===== src/rtl/sqep_pkg.sv =====
// Package for the quintic easing servo profile: register indexes, opcodes,
// the centre reset pulse and the units' shared control struct. No dependencies.
package sqep_pkg;

  localparam logic [2:0] RegPulseMin  = 3'd0;
  localparam logic [2:0] RegPulseMax  = 3'd1;
  localparam logic [2:0] RegAngleMax  = 3'd2;
  localparam logic [2:0] RegMsPerUs   = 3'd3;
  localparam logic [2:0] RegMinEase   = 3'd4;

  localparam logic OpSetTarget = 1'b0;
  localparam logic OpUpdate    = 1'b1;

  localparam logic [15:0] CentrePulse = 16'd1500;

  typedef struct packed {
    logic start;
    logic done;
  } ctl_t;

endpackage


===== src/rtl/servo_quintic_easing_profile.sv =====
// Top level of the quintic easing servo profile generator.
// Depends on sqep_pkg, sqep_divider and sqep_multiplier.
//
// One request is taken when start_i is high and busy_o is low. A set-target
// request uses a 48-step divider for the angle mapping and two 32-step
// serial multiplications. An update request passes over idle servos,
// emits the goal of each servo that reaches it, and eases each moving
// servo with a 48-step serial divider for the progress and four 32-step
// serial multiplications.
// Each result appears for one cycle with result_valid_o; the receiver cannot
// stall, and last_o marks the final result of an update.
module servo_quintic_easing_profile #(
  parameter int unsigned NUM_SERVOS = 2,
  parameter int unsigned FRAC_BITS  = 16
) (
  input  logic        clk_i,
  input  logic        rst_ni,
  input  logic        start_i,
  output logic        busy_o,
  input  logic        opcode_i,
  input  logic [1:0]  servo_number_i,
  input  logic [15:0] target_angle_i,
  input  logic [31:0] now_ms_i,
  output logic        result_valid_o,
  output logic        servo_index_o,
  output logic [15:0] pulse_us_o,
  output logic        last_o,
  input  logic        cfg_valid_i,
  output logic        cfg_ready_o,
  input  logic [2:0]  cfg_index_i,
  input  logic [15:0] cfg_data_i
);
  localparam int unsigned SW   = (NUM_SERVOS > 1) ? $clog2(NUM_SERVOS) : 1;
  localparam int unsigned DivW = 32 + FRAC_BITS;
  localparam int unsigned FW   = FRAC_BITS + 2;
  localparam int unsigned PW   = FRAC_BITS + 5;

  localparam logic [3:0] StIdle  = 4'd0;
  localparam logic [3:0] StMapD  = 4'd1;
  localparam logic [3:0] StDurM  = 4'd2;
  localparam logic [3:0] StScan  = 4'd3;
  localparam logic [3:0] StTDiv  = 4'd4;
  localparam logic [3:0] StT2    = 4'd5;
  localparam logic [3:0] StT3    = 4'd6;
  localparam logic [3:0] StF     = 4'd7;
  localparam logic [3:0] StDelta = 4'd8;
  localparam logic [3:0] StEmit  = 4'd9;
  localparam logic [3:0] StMapM  = 4'd10;

  logic [15:0] pmin_q, pmax_q, amax_q, mspu_q, mine_q;

  logic [NUM_SERVOS-1:0] mov_q;
  logic [15:0] cur_q  [NUM_SERVOS];
  logic [15:0] org_q  [NUM_SERVOS];
  logic [15:0] goal_q [NUM_SERVOS];
  logic [31:0] st_q   [NUM_SERVOS];
  logic [31:0] dur_q  [NUM_SERVOS];

  logic [3:0]    state_q;
  logic [SW-1:0] idx_q;
  logic [SW:0]   cnt_q;
  logic [31:0]   now_q;
  logic [15:0]   ang_q;
  logic [15:0]   goal_w_q;
  logic [FW-1:0] t_q, t2_q, t3_q, f_q;

  logic          div_go, mul_go;
  logic [DivW-1:0] div_num, div_quo;
  logic [31:0]   div_den;
  logic [31:0]   mul_a, mul_b;
  logic [63:0]   mul_p;
  sqep_pkg::ctl_t div_ctl, mul_ctl;

  sqep_divider #(.NumW(DivW), .DenW(32)) u_div (
    .clk_i, .rst_ni, .start_i(div_go), .num_i(div_num), .den_i(div_den),
    .ctl_o(div_ctl), .quo_o(div_quo));

  sqep_multiplier #(.AW(32), .BW(32)) u_mul (
    .clk_i, .rst_ni, .start_i(mul_go), .a_i(mul_a), .b_i(mul_b),
    .ctl_o(mul_ctl), .prod_o(mul_p));

  logic [15:0] span, ang_c, diffp, cur_s, org_s, gl_s;
  logic [31:0] elapsed, dur_s;
  logic [PW-1:0] pexp;
  logic          up;
  logic [15:0] mag;
  logic [31:0] dur_calc;
  logic        more;
  logic [SW:0] nxt;
  logic        kick;

  always_comb begin
    span  = (pmax_q < pmin_q || amax_q == '0) ? 16'd0 : pmax_q - pmin_q;
    ang_c = (ang_q > amax_q) ? amax_q : ang_q;
    cur_s = cur_q[idx_q];
    org_s = org_q[idx_q];
    gl_s  = goal_q[idx_q];
    dur_s = dur_q[idx_q];
    elapsed = now_q - st_q[idx_q];
    diffp = (goal_w_q > cur_s) ? goal_w_q - cur_s : cur_s - goal_w_q;
    up  = gl_s >= org_s;
    mag = up ? gl_s - org_s : org_s - gl_s;
    pexp = PW'(10) * (PW'(1) << FRAC_BITS) - PW'(15) * PW'(t_q) + PW'(6) * PW'(t2_q);
    if (pexp[PW-1]) pexp = '0;
    dur_calc = 32'(mul_p[39:8]);
    if (dur_calc < {16'd0, mine_q}) dur_calc = {16'd0, mine_q};
    nxt  = cnt_q + 1'b1;
    more = 1'b0;
    for (int i = 0; i < NUM_SERVOS; i++) begin
      if (i > int'(idx_q) && mov_q[i]) more = 1'b1;
    end
  end

  // The shared units start on the first cycle of a state that uses them.
  assign kick = (sub_q == 2'd0) && !(state_q == StTDiv && elapsed >= dur_s);

  always_comb begin
    div_go  = 1'b0;
    mul_go  = 1'b0;
    div_num = '0;
    div_den = '0;
    mul_a   = '0;
    mul_b   = '0;
    case (state_q)
      StMapM: begin
        mul_go = kick;
        mul_a = {16'd0, ang_c};
        mul_b = {16'd0, span};
      end
      StMapD: begin
        div_go = kick;
        div_num = DivW'(mul_p[31:0]);
        div_den = (amax_q == '0) ? 32'd1 : {16'd0, amax_q};
      end
      StDurM: begin
        mul_go = kick;
        mul_a = {16'd0, diffp};
        mul_b = {16'd0, mspu_q};
      end
      StTDiv: begin
        div_go = kick;
        div_num = {elapsed, {FRAC_BITS{1'b0}}};
        div_den = dur_s;
      end
      StT2: begin
        mul_go = kick;
        mul_a = 32'(t_q);
        mul_b = 32'(t_q);
      end
      StT3: begin
        mul_go = kick;
        mul_a = 32'(t2_q);
        mul_b = 32'(t_q);
      end
      StF: begin
        mul_go = kick;
        mul_a = 32'(t3_q);
        mul_b = 32'(pexp);
      end
      StDelta: begin
        mul_go = kick;
        mul_a = {16'd0, mag};
        mul_b = 32'(f_q);
      end
      default: ;
    endcase
  end

  logic [1:0] sub_q;
  logic [15:0] res_p;
  logic [63:0] fsh;
  logic [31:0] ddn;
  always_comb begin
    fsh = mul_p >> FRAC_BITS;
    ddn = 32'((mul_p + ((64'd1 << FRAC_BITS) - 64'd1)) >> FRAC_BITS);
    res_p = up ? 16'(32'(org_s) + 32'(fsh)) : 16'(32'(org_s) - ddn);
  end

  always_ff @(posedge clk_i or negedge rst_ni) begin
    if (!rst_ni) begin
      pmin_q <= 16'd500;
      pmax_q <= 16'd2500;
      amax_q <= 16'd2700;
      mspu_q <= 16'd256;
      mine_q <= 16'd50;
      mov_q  <= '0;
      for (int i = 0; i < NUM_SERVOS; i++) begin
        cur_q[i]  <= sqep_pkg::CentrePulse;
        org_q[i]  <= sqep_pkg::CentrePulse;
        goal_q[i] <= sqep_pkg::CentrePulse;
        st_q[i]   <= '0;
        dur_q[i]  <= '0;
      end
      state_q <= StIdle;
      sub_q   <= '0;
      idx_q   <= '0;
      cnt_q   <= '0;
      now_q   <= '0;
      ang_q   <= '0;
      goal_w_q <= '0;
      t_q     <= '0;
      t2_q    <= '0;
      t3_q    <= '0;
      f_q     <= '0;
      pulse_us_o <= '0;
      servo_index_o <= 1'b0;
      result_valid_o <= 1'b0;
      last_o <= 1'b0;
    end else begin
      result_valid_o <= (state_q == StEmit);
      last_o <= (state_q == StEmit) && !more;
      if (cfg_valid_i && cfg_ready_o) begin
        case (cfg_index_i)
          sqep_pkg::RegPulseMin: pmin_q <= cfg_data_i;
          sqep_pkg::RegPulseMax: pmax_q <= cfg_data_i;
          sqep_pkg::RegAngleMax: amax_q <= cfg_data_i;
          sqep_pkg::RegMsPerUs:  mspu_q <= cfg_data_i;
          sqep_pkg::RegMinEase:  mine_q <= cfg_data_i;
          default: ;
        endcase
      end
      case (state_q)
        StIdle: begin
          sub_q <= '0;
          if (start_i) begin
            now_q <= now_ms_i;
            ang_q <= target_angle_i;
            if (opcode_i == sqep_pkg::OpUpdate) begin
              idx_q <= '0;
              cnt_q <= '0;
              state_q <= StScan;
            end else if (servo_number_i != 2'd0 &&
                         {1'b0, servo_number_i} <= 3'(NUM_SERVOS)) begin
              idx_q <= SW'(servo_number_i - 2'd1);
              state_q <= StMapM;
            end
          end
        end
        StMapM: begin
          if (sub_q == 2'd0) sub_q <= 2'd1;
          else if (mul_ctl.done) begin
            sub_q <= '0;
            state_q <= StMapD;
          end
        end
        StMapD: begin
          if (sub_q == 2'd0) sub_q <= 2'd1;
          else if (div_ctl.done) begin
            goal_w_q <= pmin_q + 16'(div_quo);
            sub_q <= '0;
            state_q <= StDurM;
          end
        end
        StDurM: begin
          if (sub_q == 2'd0) sub_q <= 2'd1;
          else if (mul_ctl.done) begin
            dur_q[idx_q]  <= dur_calc;
            org_q[idx_q]  <= cur_s;
            goal_q[idx_q] <= goal_w_q;
            st_q[idx_q]   <= now_q;
            mov_q[idx_q]  <= 1'b1;
            sub_q <= '0;
            state_q <= StIdle;
          end
        end
        StScan: begin
          if (cnt_q == (SW+1)'(NUM_SERVOS)) begin
            state_q <= StIdle;
          end else begin
            idx_q <= SW'(cnt_q);
            if (mov_q[SW'(cnt_q)]) begin
              state_q <= StTDiv;
            end else begin
              cnt_q <= nxt;
            end
          end
        end
        StTDiv: begin
          if (elapsed >= dur_s) begin
            cur_q[idx_q] <= gl_s;
            mov_q[idx_q] <= 1'b0;
            pulse_us_o <= gl_s;
            state_q <= StEmit;
          end else if (sub_q == 2'd0) sub_q <= 2'd1;
          else if (div_ctl.done) begin
            t_q <= FW'(div_quo);
            sub_q <= '0;
            state_q <= StT2;
          end
        end
        StT2: begin
          if (sub_q == 2'd0) sub_q <= 2'd1;
          else if (mul_ctl.done) begin
            t2_q <= FW'(fsh);
            sub_q <= '0;
            state_q <= StT3;
          end
        end
        StT3: begin
          if (sub_q == 2'd0) sub_q <= 2'd1;
          else if (mul_ctl.done) begin
            t3_q <= FW'(fsh);
            sub_q <= '0;
            state_q <= StF;
          end
        end
        StF: begin
          if (sub_q == 2'd0) sub_q <= 2'd1;
          else if (mul_ctl.done) begin
            f_q <= (fsh > (64'd1 << FRAC_BITS)) ? FW'(1) << FRAC_BITS : FW'(fsh);
            sub_q <= '0;
            state_q <= StDelta;
          end
        end
        StDelta: begin
          if (sub_q == 2'd0) sub_q <= 2'd1;
          else if (mul_ctl.done) begin
            cur_q[idx_q] <= res_p;
            pulse_us_o <= res_p;
            sub_q <= '0;
            state_q <= StEmit;
          end
        end
        StEmit: begin
          servo_index_o <= idx_q[0];
          cnt_q    <= nxt;
          state_q  <= StScan;
        end
        default: state_q <= StIdle;
      endcase
    end
  end

  assign busy_o      = (state_q != StIdle);
  assign cfg_ready_o = 1'b1;

  a_last_with_valid: assert property (@(posedge clk_i) disable iff (!rst_ni)
    last_o |-> result_valid_o) else $error("last without result");
  a_result_clears: assert property (@(posedge clk_i) disable iff (!rst_ni)
    result_valid_o |=> !result_valid_o) else $error("results back to back");
  a_busy_result: assert property (@(posedge clk_i) disable iff (!rst_ni)
    result_valid_o |-> busy_o) else $error("result while idle");
endmodule


===== src/rtl/sqep_divider.sv =====
// Bit-serial restoring divider: one quotient bit per cycle.
// Depends on sqep_pkg for the control struct.
module sqep_divider #(
  parameter int unsigned NumW = 48,
  parameter int unsigned DenW = 32
) (
  input  logic                clk_i,
  input  logic                rst_ni,
  input  logic                start_i,
  input  logic [NumW-1:0]     num_i,
  input  logic [DenW-1:0]     den_i,
  output sqep_pkg::ctl_t      ctl_o,
  output logic [NumW-1:0]     quo_o
);
  localparam int unsigned CntW = $clog2(NumW + 1);

  logic [NumW-1:0] quo_q, quo_d;
  logic [DenW-1:0] rem_q, rem_d;
  logic [DenW-1:0] den_q, den_d;
  logic [CntW-1:0] cnt_q, cnt_d;
  logic            busy_q, busy_d, done_q, done_d;
  logic [DenW:0]   trial;
  logic [DenW+1:0] diff;

  always_comb begin
    quo_d  = quo_q;
    rem_d  = rem_q;
    den_d  = den_q;
    cnt_d  = cnt_q;
    busy_d = busy_q;
    done_d = 1'b0;
    trial  = {rem_q, quo_q[NumW-1]};
    diff   = {1'b0, trial} - {2'b00, den_q};
    if (start_i) begin
      quo_d  = num_i;
      rem_d  = '0;
      den_d  = den_i;
      cnt_d  = CntW'(NumW);
      busy_d = 1'b1;
    end else if (busy_q) begin
      if (!diff[DenW+1]) begin
        rem_d = diff[DenW-1:0];
        quo_d = {quo_q[NumW-2:0], 1'b1};
      end else begin
        rem_d = trial[DenW-1:0];
        quo_d = {quo_q[NumW-2:0], 1'b0};
      end
      cnt_d = cnt_q - 1'b1;
      if (cnt_q == CntW'(1)) begin
        busy_d = 1'b0;
        done_d = 1'b1;
      end
    end
  end

  always_ff @(posedge clk_i or negedge rst_ni) begin
    if (!rst_ni) begin
      busy_q <= 1'b0;
      done_q <= 1'b0;
      cnt_q  <= '0;
    end else begin
      busy_q <= busy_d;
      done_q <= done_d;
      cnt_q  <= cnt_d;
    end
  end

  always_ff @(posedge clk_i) begin
    quo_q <= quo_d;
    rem_q <= rem_d;
    den_q <= den_d;
  end

  assign ctl_o.start = busy_q;
  assign ctl_o.done  = done_q;
  assign quo_o       = quo_q;

  a_done_after_busy: assert property (@(posedge clk_i) disable iff (!rst_ni)
    done_q |-> $past(busy_q)) else $error("divider done without work");
  a_busy_count: assert property (@(posedge clk_i) disable iff (!rst_ni)
    busy_q |-> cnt_q != '0) else $error("divider count ran out while busy");
  a_no_start_busy: assert property (@(posedge clk_i) disable iff (!rst_ni)
    done_q |-> !busy_q) else $error("divider busy and done together");
endmodule


===== src/rtl/sqep_multiplier.sv =====
// Bit-serial shift-and-add multiplier: one multiplier bit per cycle.
// Depends on sqep_pkg for the control struct.
module sqep_multiplier #(
  parameter int unsigned AW = 32,
  parameter int unsigned BW = 32
) (
  input  logic              clk_i,
  input  logic              rst_ni,
  input  logic              start_i,
  input  logic [AW-1:0]     a_i,
  input  logic [BW-1:0]     b_i,
  output sqep_pkg::ctl_t    ctl_o,
  output logic [AW+BW-1:0]  prod_o
);
  localparam int unsigned CntW = $clog2(BW + 1);

  logic [AW+BW-1:0] acc_q, acc_d;
  logic [AW-1:0]    a_q, a_d;
  logic [CntW-1:0]  cnt_q, cnt_d;
  logic             busy_q, busy_d, done_q, done_d;
  logic [AW:0]      hi;

  always_comb begin
    acc_d  = acc_q;
    a_d    = a_q;
    cnt_d  = cnt_q;
    busy_d = busy_q;
    done_d = 1'b0;
    hi     = {1'b0, acc_q[AW+BW-1:BW]} + (acc_q[0] ? {1'b0, a_q} : '0);
    if (start_i) begin
      acc_d  = {{AW{1'b0}}, b_i};
      a_d    = a_i;
      cnt_d  = CntW'(BW);
      busy_d = 1'b1;
    end else if (busy_q) begin
      acc_d = {hi, acc_q[BW-1:1]};
      cnt_d = cnt_q - 1'b1;
      if (cnt_q == CntW'(1)) begin
        busy_d = 1'b0;
        done_d = 1'b1;
      end
    end
  end

  always_ff @(posedge clk_i or negedge rst_ni) begin
    if (!rst_ni) begin
      busy_q <= 1'b0;
      done_q <= 1'b0;
      cnt_q  <= '0;
    end else begin
      busy_q <= busy_d;
      done_q <= done_d;
      cnt_q  <= cnt_d;
    end
  end

  always_ff @(posedge clk_i) begin
    acc_q <= acc_d;
    a_q   <= a_d;
  end

  assign ctl_o.start = busy_q;
  assign ctl_o.done  = done_q;
  assign prod_o      = acc_q;

  a_done_after_busy: assert property (@(posedge clk_i) disable iff (!rst_ni)
    done_q |-> $past(busy_q)) else $error("multiplier done without work");
  a_busy_count: assert property (@(posedge clk_i) disable iff (!rst_ni)
    busy_q |-> cnt_q != '0) else $error("multiplier count ran out");
  a_excl: assert property (@(posedge clk_i) disable iff (!rst_ni)
    done_q |-> !busy_q) else $error("multiplier busy and done together");
endmodule


===== config.mk =====
export PLATFORM = sky130hd
export DESIGN_NAME = servo_quintic_easing_profile
export DESIGN_NICKNAME = d
export VERILOG_FILES = /design/src/rtl/sqep_pkg.sv /design/src/rtl/servo_quintic_easing_profile.sv /design/src/rtl/sqep_divider.sv /design/src/rtl/sqep_multiplier.sv
export SDC_FILE = /design/constraint.sdc
export NUM_CORES = 2
export LEC_CHECK = 0
export ABC_AREA = 1
export BUFFER_PORTS_ARGS = -buffer_cell sky130_fd_sc_hd__clkbuf_2
export CAP_MARGIN = 20
export CORE_MARGIN = 10
export CORE_UTILIZATION = 58
export CTS_CLUSTER_SIZE = 8
export DETAILED_ROUTE_END_ITERATION = 7
export PLACE_DENSITY = 0.87
export SYNTH_ARGS = -nofsm -noshare
export SYNTH_HDL_FRONTEND = slang
export SYNTH_HIERARCHICAL = 1
export SYNTH_SLANG_ARGS = --single-unit

===== constraint.sdc =====
create_clock -name clk_i -period 11.68 [get_ports clk_i]
set_input_delay 2.336 -clock clk_i [delete_from_list [all_inputs] [get_ports clk_i]]
set_output_delay 2.336 -clock clk_i [all_outputs]
set_load 0.005 [all_outputs]

==> summary.txt <==
Status -> completed
Worst Reg-to-Reg Cells -> 29
Post-CTS setup buffers -> 0
Setup TNS -> 0 ns
Drt via density -> 5.95
Final Core Density -> 64.0%
Hold buffer count at CTS -> 0
Io pins -> 95
Clk_skew -> 0.0504 ns
CP Class -> flop to flop
Largest net degree at the start of global routing -> 128
DIE AREA -> 0.0937 mm2
Power per cell area -> 281 mW/mm2
Drt first-iter violations -> 5853
GRT Overall Usage -> 31.5%
Drt pass-1 iters -> 8
Fin. Hold Viols -> 0
Worst-skew pair later-pin latency -> 0.69 ns
Vias in the first global route -> 42000
Worst reg2reg setup slack -> 4.28 ns
First-pass GRT wire length -> 236000 um
Final WL -> 153000 um
Worst reg2reg endpoint -> u_div/quo_o[0]
Die Ht -> 306 um
CP top delay family -> buffers and inverters
Drt drc -> 0
Die Wd -> 306 um
CP arrival -> 7.77 ns
Routed WL per cell -> 20.3 um
Clock buffer count from CTS -> 97
Min Tclk post-route -> 7.40 ns
Max incr delay on CP -> 0.73 ns
Final setup vio count -> 0
FMAX -> 0.135 GHz
Synth-to-Final Area Change -> 8.91%
Clock tree root buffer cell -> clkbuf_16
Most Frequent Cell on Critical Path -> nand2_1
CTS resizes -> 0
Fin area -> 0.0517 mm2
Worst Path Buf+Inv -> 6
Element type at the critical path end -> flop
Clock tree from TritonCTS -> done
Slew margin rel. -> 22.1%
Commonest non-fill, non-tap cell in the layout -> nand2_1
Clock slew at reported path FFs -> 0.05 ns
Std cell rows -> 104
CTS Buffer Depth -> 3
Critical Path RT -> 12.06 ns
Most frequent cells in the layout -> 1762 x nand2_1, 925 x inv_1, 581 x o21ai_0, 422 x dfrtp_1, 406 x nor2_1
Critical Path Source -> idx_q
Critical path depth -> 29
Initial antenna violation count -> 10
Mean Syn Cell Area -> 7.48 um2
Max-slew violation count -> 0
IO buf count -> 93
Overflow after GRT -> 0
Hold path start -> u_div/rem_q[20]
Synthesis warning total -> 6
RR Startpoint -> idx_q
Post-DP HPWL -> 114000 um
Crit-path slowest cell -> buf_4
HP Class -> flop to flop
Tcrit/Tclk final -> 63.3%
Routed via count -> 44800
Starting Density -> 58.7%
Crit Path Max Fanout -> 63
H-tree levels -> 3
Clock sink total -> 693
Worst hold margin -> 0.467 ns
Area after DPL -> 0.0487 mm2
Detail Route Antenna Nets -> 0
RSZ-0062 raised after global routing -> false
Max_cap viols -> 0
Peak VDD IR -> 0.169 mV
Least-Margin Pin Slew -> 1.17 ns
Gate Count Post-Synth -> 6343
Startpoint Class -> flop
Layout cell share with drive strength beyond 1 -> 7.02%
Core area -> 0.0808 mm2
Post-Syn Area -> 0.0475 mm2
CP endpoint -> u_div/quo_o[0]
Leak -> 26.3 nW
Fin nets -> 6853
Routability-driven placement congestion ratio -> 1.04
-- state kept, by name, indices dropped and copies added (netlist names), 48 cells and up, named ones only --
name / flops
u_mul/prod_o: 64
u_div/quo_o: 48
dur_q: 64
st_q: 64
-- per-layer routing --
layer  vias to the layer above  wire, um  GRT usage (%)  share of wire (%)
li1                      20700         -              -                  -
met1                     20800     59300           41.3                 39
met2                      2730     65300           47.8                 43
met4                        12      8540           15.0                5.6
met3                       534     19600           8.84                 13
met5                         -        71              0              0.046
-- area by class of cell --
| cell class | count | area, um2 |
|---|---|---|
| clock inverters | 7 | 171 |
| flip-flops and latches | 693 | 17800 |
| multi-input cells | 4523 | 25300 |
| fillers | 6652 | 29100 |
| well taps | 1060 | 1330 |
| diodes | 2 | 5.00 |
| clock buffers | 161 | 2690 |
| inverters | 943 | 3540 |
| repair buffers | 128 | 791 |
-- tightest hold or removal path: stages (launching register included) --
cell,delay [ns]
dfxtp_1,0.32
nand2_1,0.06
nand2_1,0.04
-- stage by stage --
step / power (mW) / worst slack [ns] / cells
after CTS: 14.2 / 4.46 / 7511
after detailed placement: 11.5 / 4.55 / 7343
after global placement: 11.3 / 4.74 / 7343
after global routing: 15.5 / 3.82 / 7515
after floorplan: 9.29 / 3.11 / 6368
final: 14.5 / 4.28 / 7517
-- worst min path at each step --
stage / end / slack [ns] / depth (start not counted)
detailed placement: f_q[17] / 0.46 / 2
CTS: u_div/rem_q[20] / 0.47 / 2
global route: u_div/rem_q[20] / 0.49 / 2
floorplan: last_o / 0.44 / 1
global placement: f_q[17] / 0.45 / 2
finish: u_div/rem_q[20] / 0.47 / 2
-- power breakdown --
part           total, mW  internal, mW  switching (mW)
Combinational       8.06          2.61            5.45
Clock               2.68          1.56            1.11
Sequential          3.79          3.22           0.570
Power figures use the tool's default switching activity.
